--- config.mk ---
export PLATFORM = sky130hd
export DESIGN_NAME = lenenc_field_decoder_unit
export DESIGN_NICKNAME = d
export VERILOG_FILES = /design/src/sv/lfd_pkg.sv /design/src/sv/lfd_in_reg.sv /design/src/sv/lfd_decoder.sv /design/src/sv/lenenc_field_decoder_unit.sv
export SDC_FILE = /design/constraint.sdc
export NUM_CORES = 1
export LEC_CHECK = 0
export ABC_AREA = 0
export CELL_PAD_IN_SITES_DETAIL_PLACEMENT = 1
export CELL_PAD_IN_SITES_GLOBAL_PLACEMENT = 2
export CORE_ASPECT_RATIO = 0.6
export CORE_MARGIN = 1.5
export CORE_UTILIZATION = 30
export CTS_CLUSTER_DIAMETER = 40
export DETAILED_ROUTE_END_ITERATION = 7
export DONT_BUFFER_PORTS = 1
export GPL_TIMING_DRIVEN = 0
export PLACE_DENSITY_LB_ADDON = 0.15
export SLEW_MARGIN = 20
export SYNTH_ARGS = -nofsm -noshare
export SYNTH_HDL_FRONTEND = slang
export SYNTH_SLANG_ARGS = --single-unit
--- constraint.sdc ---
create_clock -name i_clk -period 10.6 [get_ports i_clk]
set_clock_uncertainty 0.15 [all_clocks]
set_input_delay 1.06 -clock i_clk [delete_from_list [all_inputs] [get_ports i_clk]]
set_output_delay 1.06 -clock i_clk [all_outputs]
set_load 0.005 [all_outputs]
--- src/sv/lfd_pkg.sv ---
// ----------------------------------------------------------------------------
// lfd_pkg
// Shared types and constants of the length-encoded field decoder.
// ----------------------------------------------------------------------------
package lfd_pkg;

    localparam int unsigned BYTE_W      = 8;
    localparam int unsigned VALUE_W     = 64;
    localparam int unsigned KIND_W      = 3;
    localparam int unsigned ERR_W       = 2;
    localparam int unsigned IN_TDATA_W  = 8;
    localparam int unsigned OUT_TDATA_W = 72;
    localparam int unsigned LANES       = VALUE_W / BYTE_W;

    localparam logic [BYTE_W-1:0] PFX_NULL     = 8'hFB;
    localparam logic [BYTE_W-1:0] PFX_LEN2     = 8'hFC;
    localparam logic [BYTE_W-1:0] PFX_LEN3     = 8'hFD;
    localparam logic [BYTE_W-1:0] PFX_LEN8     = 8'hFE;
    localparam logic [BYTE_W-1:0] PFX_RESERVED = 8'hFF;

    localparam logic [3:0] LEN2_BYTES = 4'd2;
    localparam logic [3:0] LEN3_BYTES = 4'd3;
    localparam logic [3:0] LEN8_BYTES = 4'd8;

    typedef enum logic [1:0] {
        PH_IDLE    = 2'd0,
        PH_PREFIX  = 2'd1,
        PH_PAYLOAD = 2'd2
    } t_phase;

    typedef enum logic [KIND_W-1:0] {
        KIND_INT   = 3'd0,
        KIND_BYTE  = 3'd1,
        KIND_NULL  = 3'd2,
        KIND_EMPTY = 3'd3,
        KIND_ERR   = 3'd4
    } t_kind;

    typedef enum logic [ERR_W-1:0] {
        ERR_NONE     = 2'd0,
        ERR_RESERVED = 2'd1,
        ERR_TRUNC    = 2'd2,
        ERR_OVERRUN  = 2'd3
    } t_err;

    typedef struct packed {
        logic              valid;
        logic [BYTE_W-1:0] data;
        logic              last;
    } t_in_item;

endpackage

--- src/sv/lfd_in_reg.sv ---
// ----------------------------------------------------------------------------
// lfd_in_reg
// Input register: captures one raw byte and its buffer-end flag per transaction.
// ----------------------------------------------------------------------------
module lfd_in_reg (
    input  logic                      i_clk,
    input  logic                      i_rst_n,
    input  logic                      s_axis_tvalid,
    output logic                      s_axis_tready,
    input  logic [lfd_pkg::BYTE_W-1:0] s_axis_tdata,
    input  logic                      s_axis_tlast,
    input  logic                      i_advance,
    output lfd_pkg::t_in_item         o_item
);

    lfd_pkg::t_in_item r_item;

    assign s_axis_tready = !r_item.valid || i_advance;
    assign o_item        = r_item;

    always_ff @(posedge i_clk) begin
        if (!i_rst_n) begin
            r_item.valid <= 1'b0;
        end else begin
            if (s_axis_tready) begin
                r_item.valid <= s_axis_tvalid;
            end
            if (s_axis_tready && s_axis_tvalid) begin
                r_item.data <= s_axis_tdata;
                r_item.last <= s_axis_tlast;
            end
        end
    end

endmodule

--- src/sv/lfd_decoder.sv ---
// ----------------------------------------------------------------------------
// lfd_decoder
// Field state, mode register, single-pass decode and the result register.
// ----------------------------------------------------------------------------
module lfd_decoder (
    input  logic                           i_clk,
    input  logic                           i_rst_n,
    input  logic                           i_cfg_valid,
    input  logic                           i_cfg_data,
    output logic                           o_cfg_ready,
    input  lfd_pkg::t_in_item              i_item,
    output logic                           o_advance,
    output logic                           m_axis_tvalid,
    input  logic                           m_axis_tready,
    output logic [lfd_pkg::OUT_TDATA_W-1:0] m_axis_tdata,
    output logic [lfd_pkg::KIND_W-1:0]     m_axis_tuser,
    output logic                           m_axis_tlast
);

    logic                           r_field_mode;
    lfd_pkg::t_phase                r_phase, n_phase;
    logic [3:0]                     r_pfx_left, n_pfx_left;
    logic [2:0]                     r_byte_pos, n_byte_pos;
    logic [lfd_pkg::VALUE_W-1:0]    r_acc, n_acc;
    logic [lfd_pkg::VALUE_W-1:0]    r_pay_left, n_pay_left;

    logic                           r_out_valid;
    lfd_pkg::t_kind                 r_kind;
    logic [lfd_pkg::VALUE_W-1:0]    r_value;
    lfd_pkg::t_err                  r_err;
    logic                           r_last;

    logic                           n_res_valid;
    lfd_pkg::t_kind                 n_kind;
    logic [lfd_pkg::VALUE_W-1:0]    n_value;
    lfd_pkg::t_err                  n_err;
    logic                           n_last;

    logic                           fin;
    logic [lfd_pkg::VALUE_W-1:0]    fin_val;
    logic [lfd_pkg::VALUE_W-1:0]    acc_ins;
    logic [3:0]                     pfx_dec;
    logic [lfd_pkg::BYTE_W-1:0]     b;
    logic                           b_end;

    assign o_cfg_ready = 1'b1;
    assign o_advance   = !r_out_valid || m_axis_tready;
    assign b           = i_item.data;
    assign b_end       = i_item.last;

    always_comb begin
        acc_ins = r_acc;
        for (int i = 0; i < lfd_pkg::LANES; i++) begin
            if (r_byte_pos == 3'(i)) begin
                acc_ins[i*lfd_pkg::BYTE_W +: lfd_pkg::BYTE_W] =
                    r_acc[i*lfd_pkg::BYTE_W +: lfd_pkg::BYTE_W] | b;
            end
        end
    end

    assign pfx_dec = r_pfx_left - 4'd1;

    always_comb begin
        n_phase     = r_phase;
        n_pfx_left  = r_pfx_left;
        n_byte_pos  = r_byte_pos;
        n_acc       = r_acc;
        n_pay_left  = r_pay_left;
        n_res_valid = 1'b0;
        n_kind      = lfd_pkg::KIND_INT;
        n_value     = '0;
        n_err       = lfd_pkg::ERR_NONE;
        n_last      = 1'b1;
        fin         = 1'b0;
        fin_val     = '0;

        unique case (r_phase)
            lfd_pkg::PH_PREFIX: begin
                n_acc      = acc_ins;
                n_byte_pos = r_byte_pos + 3'd1;
                n_pfx_left = pfx_dec;
                if (pfx_dec == 4'd0) begin
                    fin     = 1'b1;
                    fin_val = acc_ins;
                end else if (b_end) begin
                    n_phase     = lfd_pkg::PH_IDLE;
                    n_pfx_left  = '0;
                    n_byte_pos  = '0;
                    n_acc       = '0;
                    n_res_valid = 1'b1;
                    n_kind      = lfd_pkg::KIND_ERR;
                    n_err       = lfd_pkg::ERR_TRUNC;
                end
            end
            lfd_pkg::PH_PAYLOAD: begin
                n_res_valid = 1'b1;
                if (r_pay_left <= lfd_pkg::VALUE_W'(1)) begin
                    n_phase    = lfd_pkg::PH_IDLE;
                    n_pay_left = '0;
                    n_kind     = lfd_pkg::KIND_BYTE;
                    n_value    = lfd_pkg::VALUE_W'(b);
                end else if (b_end) begin
                    n_phase    = lfd_pkg::PH_IDLE;
                    n_pay_left = '0;
                    n_kind     = lfd_pkg::KIND_ERR;
                    n_err      = lfd_pkg::ERR_OVERRUN;
                end else begin
                    n_pay_left = r_pay_left - lfd_pkg::VALUE_W'(1);
                    n_kind     = lfd_pkg::KIND_BYTE;
                    n_value    = lfd_pkg::VALUE_W'(b);
                    n_last     = 1'b0;
                end
            end
            default: begin
                n_phase    = lfd_pkg::PH_IDLE;
                n_pfx_left = '0;
                n_byte_pos = '0;
                n_acc      = '0;
                n_pay_left = '0;
                if (b < lfd_pkg::PFX_NULL) begin
                    fin     = 1'b1;
                    fin_val = lfd_pkg::VALUE_W'(b);
                end else if (b == lfd_pkg::PFX_NULL) begin
                    n_res_valid = 1'b1;
                    n_kind      = lfd_pkg::KIND_NULL;
                end else if (b == lfd_pkg::PFX_RESERVED) begin
                    n_res_valid = 1'b1;
                    n_kind      = lfd_pkg::KIND_ERR;
                    n_err       = lfd_pkg::ERR_RESERVED;
                end else if (b_end) begin
                    n_res_valid = 1'b1;
                    n_kind      = lfd_pkg::KIND_ERR;
                    n_err       = lfd_pkg::ERR_TRUNC;
                end else begin
                    n_phase = lfd_pkg::PH_PREFIX;
                    if (b == lfd_pkg::PFX_LEN2) begin
                        n_pfx_left = lfd_pkg::LEN2_BYTES;
                    end else if (b == lfd_pkg::PFX_LEN3) begin
                        n_pfx_left = lfd_pkg::LEN3_BYTES;
                    end else begin
                        n_pfx_left = lfd_pkg::LEN8_BYTES;
                    end
                end
            end
        endcase

        if (fin) begin
            n_phase    = lfd_pkg::PH_IDLE;
            n_pfx_left = '0;
            n_byte_pos = '0;
            n_acc      = '0;
            n_pay_left = '0;
            if (!r_field_mode) begin
                n_res_valid = 1'b1;
                n_kind      = lfd_pkg::KIND_INT;
                n_value     = fin_val;
            end else if (fin_val == '0) begin
                n_res_valid = 1'b1;
                n_kind      = lfd_pkg::KIND_EMPTY;
            end else if (b_end) begin
                n_res_valid = 1'b1;
                n_kind      = lfd_pkg::KIND_ERR;
                n_err       = lfd_pkg::ERR_OVERRUN;
            end else begin
                n_phase    = lfd_pkg::PH_PAYLOAD;
                n_pay_left = fin_val;
            end
        end
    end

    always_ff @(posedge i_clk) begin
        if (!i_rst_n) begin
            r_field_mode <= 1'b0;
        end else if (i_cfg_valid) begin
            r_field_mode <= i_cfg_data;
        end
    end

    always_ff @(posedge i_clk) begin
        if (!i_rst_n) begin
            r_phase     <= lfd_pkg::PH_IDLE;
            r_pfx_left  <= '0;
            r_byte_pos  <= '0;
            r_acc       <= '0;
            r_pay_left  <= '0;
            r_out_valid <= 1'b0;
        end else if (o_advance) begin
            r_out_valid <= i_item.valid && n_res_valid;
            if (i_item.valid) begin
                r_phase    <= n_phase;
                r_pfx_left <= n_pfx_left;
                r_byte_pos <= n_byte_pos;
                r_acc      <= n_acc;
                r_pay_left <= n_pay_left;
            end
        end
    end

    always_ff @(posedge i_clk) begin
        if (o_advance && i_item.valid && n_res_valid) begin
            r_kind  <= n_kind;
            r_value <= n_value;
            r_err   <= n_err;
            r_last  <= n_last;
        end
    end

    assign m_axis_tvalid = r_out_valid;
    assign m_axis_tdata  = {6'd0, r_err, r_value};
    assign m_axis_tuser  = r_kind;
    assign m_axis_tlast  = r_last;

endmodule

--- src/sv/lenenc_field_decoder_unit.sv ---
// ----------------------------------------------------------------------------
// lenenc_field_decoder_unit
// Length-encoded integer and string decoder, one byte per transaction.
// ----------------------------------------------------------------------------
// The block takes one raw byte per cycle while the output is not stalled and gives at most
// one result per byte: the byte is held in the input register, and its result is registered
// in the result register. The rate of one byte per cycle is set by the single decode stage
// between the input register and the result register, which updates the 64-bit accumulator
// and payload counter in one step. The mode register selects integer or string decoding and
// is sampled on the byte that completes a length; it should be written only while the stream
// is idle. After an error result the consumer discards any payload bytes already delivered
// for that field.
module lenenc_field_decoder_unit (
    input  logic                            i_clk,
    input  logic                            i_rst_n,
    input  logic                            i_cfg_valid,
    input  logic                            i_cfg_data,    // field_mode
    output logic                            o_cfg_ready,
    input  logic                            s_axis_tvalid,
    output logic                            s_axis_tready,
    input  logic [lfd_pkg::IN_TDATA_W-1:0]  s_axis_tdata,  // [7:0] data_byte
    input  logic                            s_axis_tlast,  // buffer_end
    output logic                            m_axis_tvalid,
    input  logic                            m_axis_tready,
    output logic [lfd_pkg::OUT_TDATA_W-1:0] m_axis_tdata,  // [63:0] result_value, [65:64] error_code
    output logic [lfd_pkg::KIND_W-1:0]      m_axis_tuser,  // [2:0] result_kind
    output logic                            m_axis_tlast   // field_last
);

    lfd_pkg::t_in_item item;
    logic              advance;

    lfd_in_reg u_in_reg (
        .i_clk         (i_clk),
        .i_rst_n       (i_rst_n),
        .s_axis_tvalid (s_axis_tvalid),
        .s_axis_tready (s_axis_tready),
        .s_axis_tdata  (s_axis_tdata),
        .s_axis_tlast  (s_axis_tlast),
        .i_advance     (advance),
        .o_item        (item)
    );

    lfd_decoder u_decoder (
        .i_clk         (i_clk),
        .i_rst_n       (i_rst_n),
        .i_cfg_valid   (i_cfg_valid),
        .i_cfg_data    (i_cfg_data),
        .o_cfg_ready   (o_cfg_ready),
        .i_item        (item),
        .o_advance     (advance),
        .m_axis_tvalid (m_axis_tvalid),
        .m_axis_tready (m_axis_tready),
        .m_axis_tdata  (m_axis_tdata),
        .m_axis_tuser  (m_axis_tuser),
        .m_axis_tlast  (m_axis_tlast)
    );

endmodule

==> flow_summary.toml <==
[cells_and_area]
register_area_mm2 = 0.00517
post-route-util_pct = 35.7
antenna_cells = 0
area_delta_synth_final_pct = 17.1
drive_above_1_share_pct = 8.18
fill_cells = 4194
nets = 1344
multiInputGateArea_mm2 = 0.00536

[placement]
gp_congestion = 0.924
dp_hpwl_um = 42800
port_buffers = 0

[detailed_routing]
drt-initial-drc-count = 1249
dr.pass1.iters = 5
wl_per_cell_um = 31.1
drtAntennaViolNets = 0
vias = 11200
routed_wl_um = 56700
drcViolationCount = 0
vias_per_cell = 6.15

[timing]
layout_min_cycle_time_ps = 5120
finalSetupViolations = 0
rsz0062_at_grt = "no"
fin_crit_sh_pct = 48.3
finalMaxSlewViolations = 0
worst_pin_slew_ps = 1060
hold_slack_ps = 323
timing.fmax_mhz = 195
hold_violations = 0
slew_headroom_pct = 29.3

[floorplanning]
die_h_um = 152
num_io_pins = 94
die_w_um = 251
rows = 54
dieArea_mm2 = 0.0382
start_util_pct = 30.5
coreArea_mm2 = 0.0364

[critical_path]
crit_path_end_kind = "flip-flop"
start_kind = "flip-flop"
cp.arrival_ps = 5210
critPathKind = "reg -> reg"
crit_fanout = 15
critical_path_required_ps = 10690

[synth]
yosys-top-cells-area = "dfxtp_1 (25%), edfxtp_1 (21%), nor2_1 (6.6%)"
synth_seq_cells = 219
synth.avg_cell_area_um2 = 8.75
synth.cell_area_mm2 = 0.0111
synthFlopType = "dfxtp_1"
ys_types = 73
yosysSeqAreaShare_pct = 46.6
netlist_instances = 1269
yosys_warnings = 0
async_reset_ff_share_pct = 0
synth.largest_area_cell = "dfxtp_1"
synth_edf_count = 79
yosysTopAreaCellShare_pct = 25.2

[run]
cap_violations = 0

[power]
powerDensity_mw_per_mm2 = 178
irDropWorstVdd_v = 0.0000942
p_leak_nw = 4.19
p_total_mw = 2.32

[grt]
grt_antenna_before_repair = 1
grt_overflow_total = 0
grt_usage_pct = 29.4
grt_pass1_wl_um = 81100
grt_pass1_vias = 10700
grt_max_degree = 16

[clocking]
insertion_delay_ps = 530
cts-htree-levels = 2
cts_buffer_depth = 3
cts.sinks = 219
cts.clk_slew.worst_paths_ps = 60
cts-root-buf = "clkbuf_16"
cts_resized = 0
hold_buffers = 0
cts_buffers = 35
cts_tree = "yes"
cts_setup_buffers = 0

[worst_hold_path]
hp-class = "reg -> reg"

[status]
status = "finished, final reports clean"
[synthesized netlist by cell type, drive strengths merged (3+ instances only)]
library cell	count
o32ai	10
xnor2	7
a32oi	14
nor4b	4
o31ai	19
nand2b	7
nand4	24
ha	12
nor3	49
o221ai	4
a21oi	125
xor2	8
or3	20
edfxtp	79
nand3b	6
o22ai	14
nand2	47
or4	15
a211oi	7
a31oi	10
nand3	34
a2bb2oi	3
a22o	14
a21o	3
nor2b	9
and4	4
inv	19
and3	8
dfxtp	140
o21ai	68
and2	11
a22oi	55
buf	26
or2	8
nor4	43
clkbuf	93
o211ai	21
o21a	6
nor2	195
[registers in the layout (all words and copies together) (netlist names)]
signal / cells
u_decoder.m_axis_tvalid: 1
u_decoder.r_pfx_left: 4
u_decoder.r_value: 64
u_decoder.r_acc: 64
u_decoder.r_pay_left: 64
u_decoder.r_field_mode: 1
u_decoder.r_err: 2
u_decoder.m_axis_tlast: 1
u_decoder.m_axis_tuser: 3
u_decoder.r_phase: 2
u_in_reg.o_item: 10
u_decoder.r_byte_pos: 3
[metal layers]
layer / GRT usage, % / vias up / part of all wire, % / routed length [µm]
met4: 6.74 / 4 / 2.0 / 1160
met2: 37.1 / 542 / 37 / 21000
met1: 47.7 / 5704 / 51 / 28900
met5: 0.621 / - / 0.088 / 50
li1: - / 4866 / - / -
met3: 7.76 / 84 / 9.7 / 5520
[critical path: stages, from the launching register on]
cell and delay [ps]:
dfxtp_1 470, inv_1 80, ha_1 260, nand3b_1 180, nor4_1 590, o31a_1 290, clkbuf_1 600, buf_1 830
nor2_1 180, a311oi_4 530, buf_8 230, buf_6 200, buf_6 200
[cell families after synthesis]
| family | share of synthesized area (%) |
|---|---|
| xor+xnor | 1.18 |
| mux | 0.0902 |
| other cells | 0.0677 |
| compound gates | 22.9 |
| buf+inv | 5.42 |
| flops | 46.6 |
| simple gates | 22.4 |
| fa+ha+maj | 1.35 |
[area by class of cell]
| cell class | count | share of cell area [%] |
|---|---|---|
| tap | 476 | 4.58 |
| clock buffer | 40 | 7.04 |
| clock inverter | 24 | 2.11 |
| buffer | 119 | 4.02 |
| timing repair buffer | 6 | 0.578 |
| multi-input combinational | 916 | 41.2 |
| inverter | 20 | 0.616 |
| sequential | 219 | 39.8 |
[per-stage QoR]
step | cell area [µm²] | worst slack (ps) | cells | TNS, ps
final | 13000 | 5480 | 1820 | 0
after global routing | 13000 | 5300 | 1820 | 0
after CTS | 13000 | 5570 | 1820 | 0
after detailed placement | 11800 | 5600 | 1756 | 0
after global placement | 11700 | -2350 | 1750 | -162650
after floorplan | 11100 | 2160 | 1274 | 0
[worst paths after layout]
check / start / to / slack, ps / cells after the start
setup / recovery: u_decoder.r_pfx_left[0] / u_decoder.r_value[9] / 5480 / 12
hold / removal: u_decoder.r_pay_left[35] / u_decoder.r_pay_left[35] / 320 / 2
hold reg to reg: u_decoder.r_pay_left[35] / u_decoder.r_pay_left[35] / 320 / 2
setup reg to reg: u_decoder.r_pfx_left[0] / u_decoder.r_value[9] / 5480 / 12
[layout by cell type (no fill, tap or decap), types with 9 or more instances in the layout]
cell and n:
nor2b_1 9, ha_1 12, nor4_1 37, a31oi_1 10
o22ai_1 13, clkbuf_1 94, o211ai_1 21, o32ai_1 10
nor3_1 49, or3_1 20, o21ai_1 11, edfxtp_1 79
nand4_1 24, o31ai_1 19, nand3_1 32, or4_1 15
nand2_1 47, o21ai_0 57, nor2_1 195, and2_1 11
inv_1 19, a22o_1 14, clkbuf_16 35, a21oi_1 125
a32oi_1 14, buf_4 9, dfxtp_1 140, a22oi_1 55
[where the power goes]
group | switching [mW] | internal (mW)
clock | 0.468 | 0.731
sequential | 0.0149 | 0.892
combinational | 0.159 | 0.0543
No activity file was read; power rests on OpenSTA's default activity.
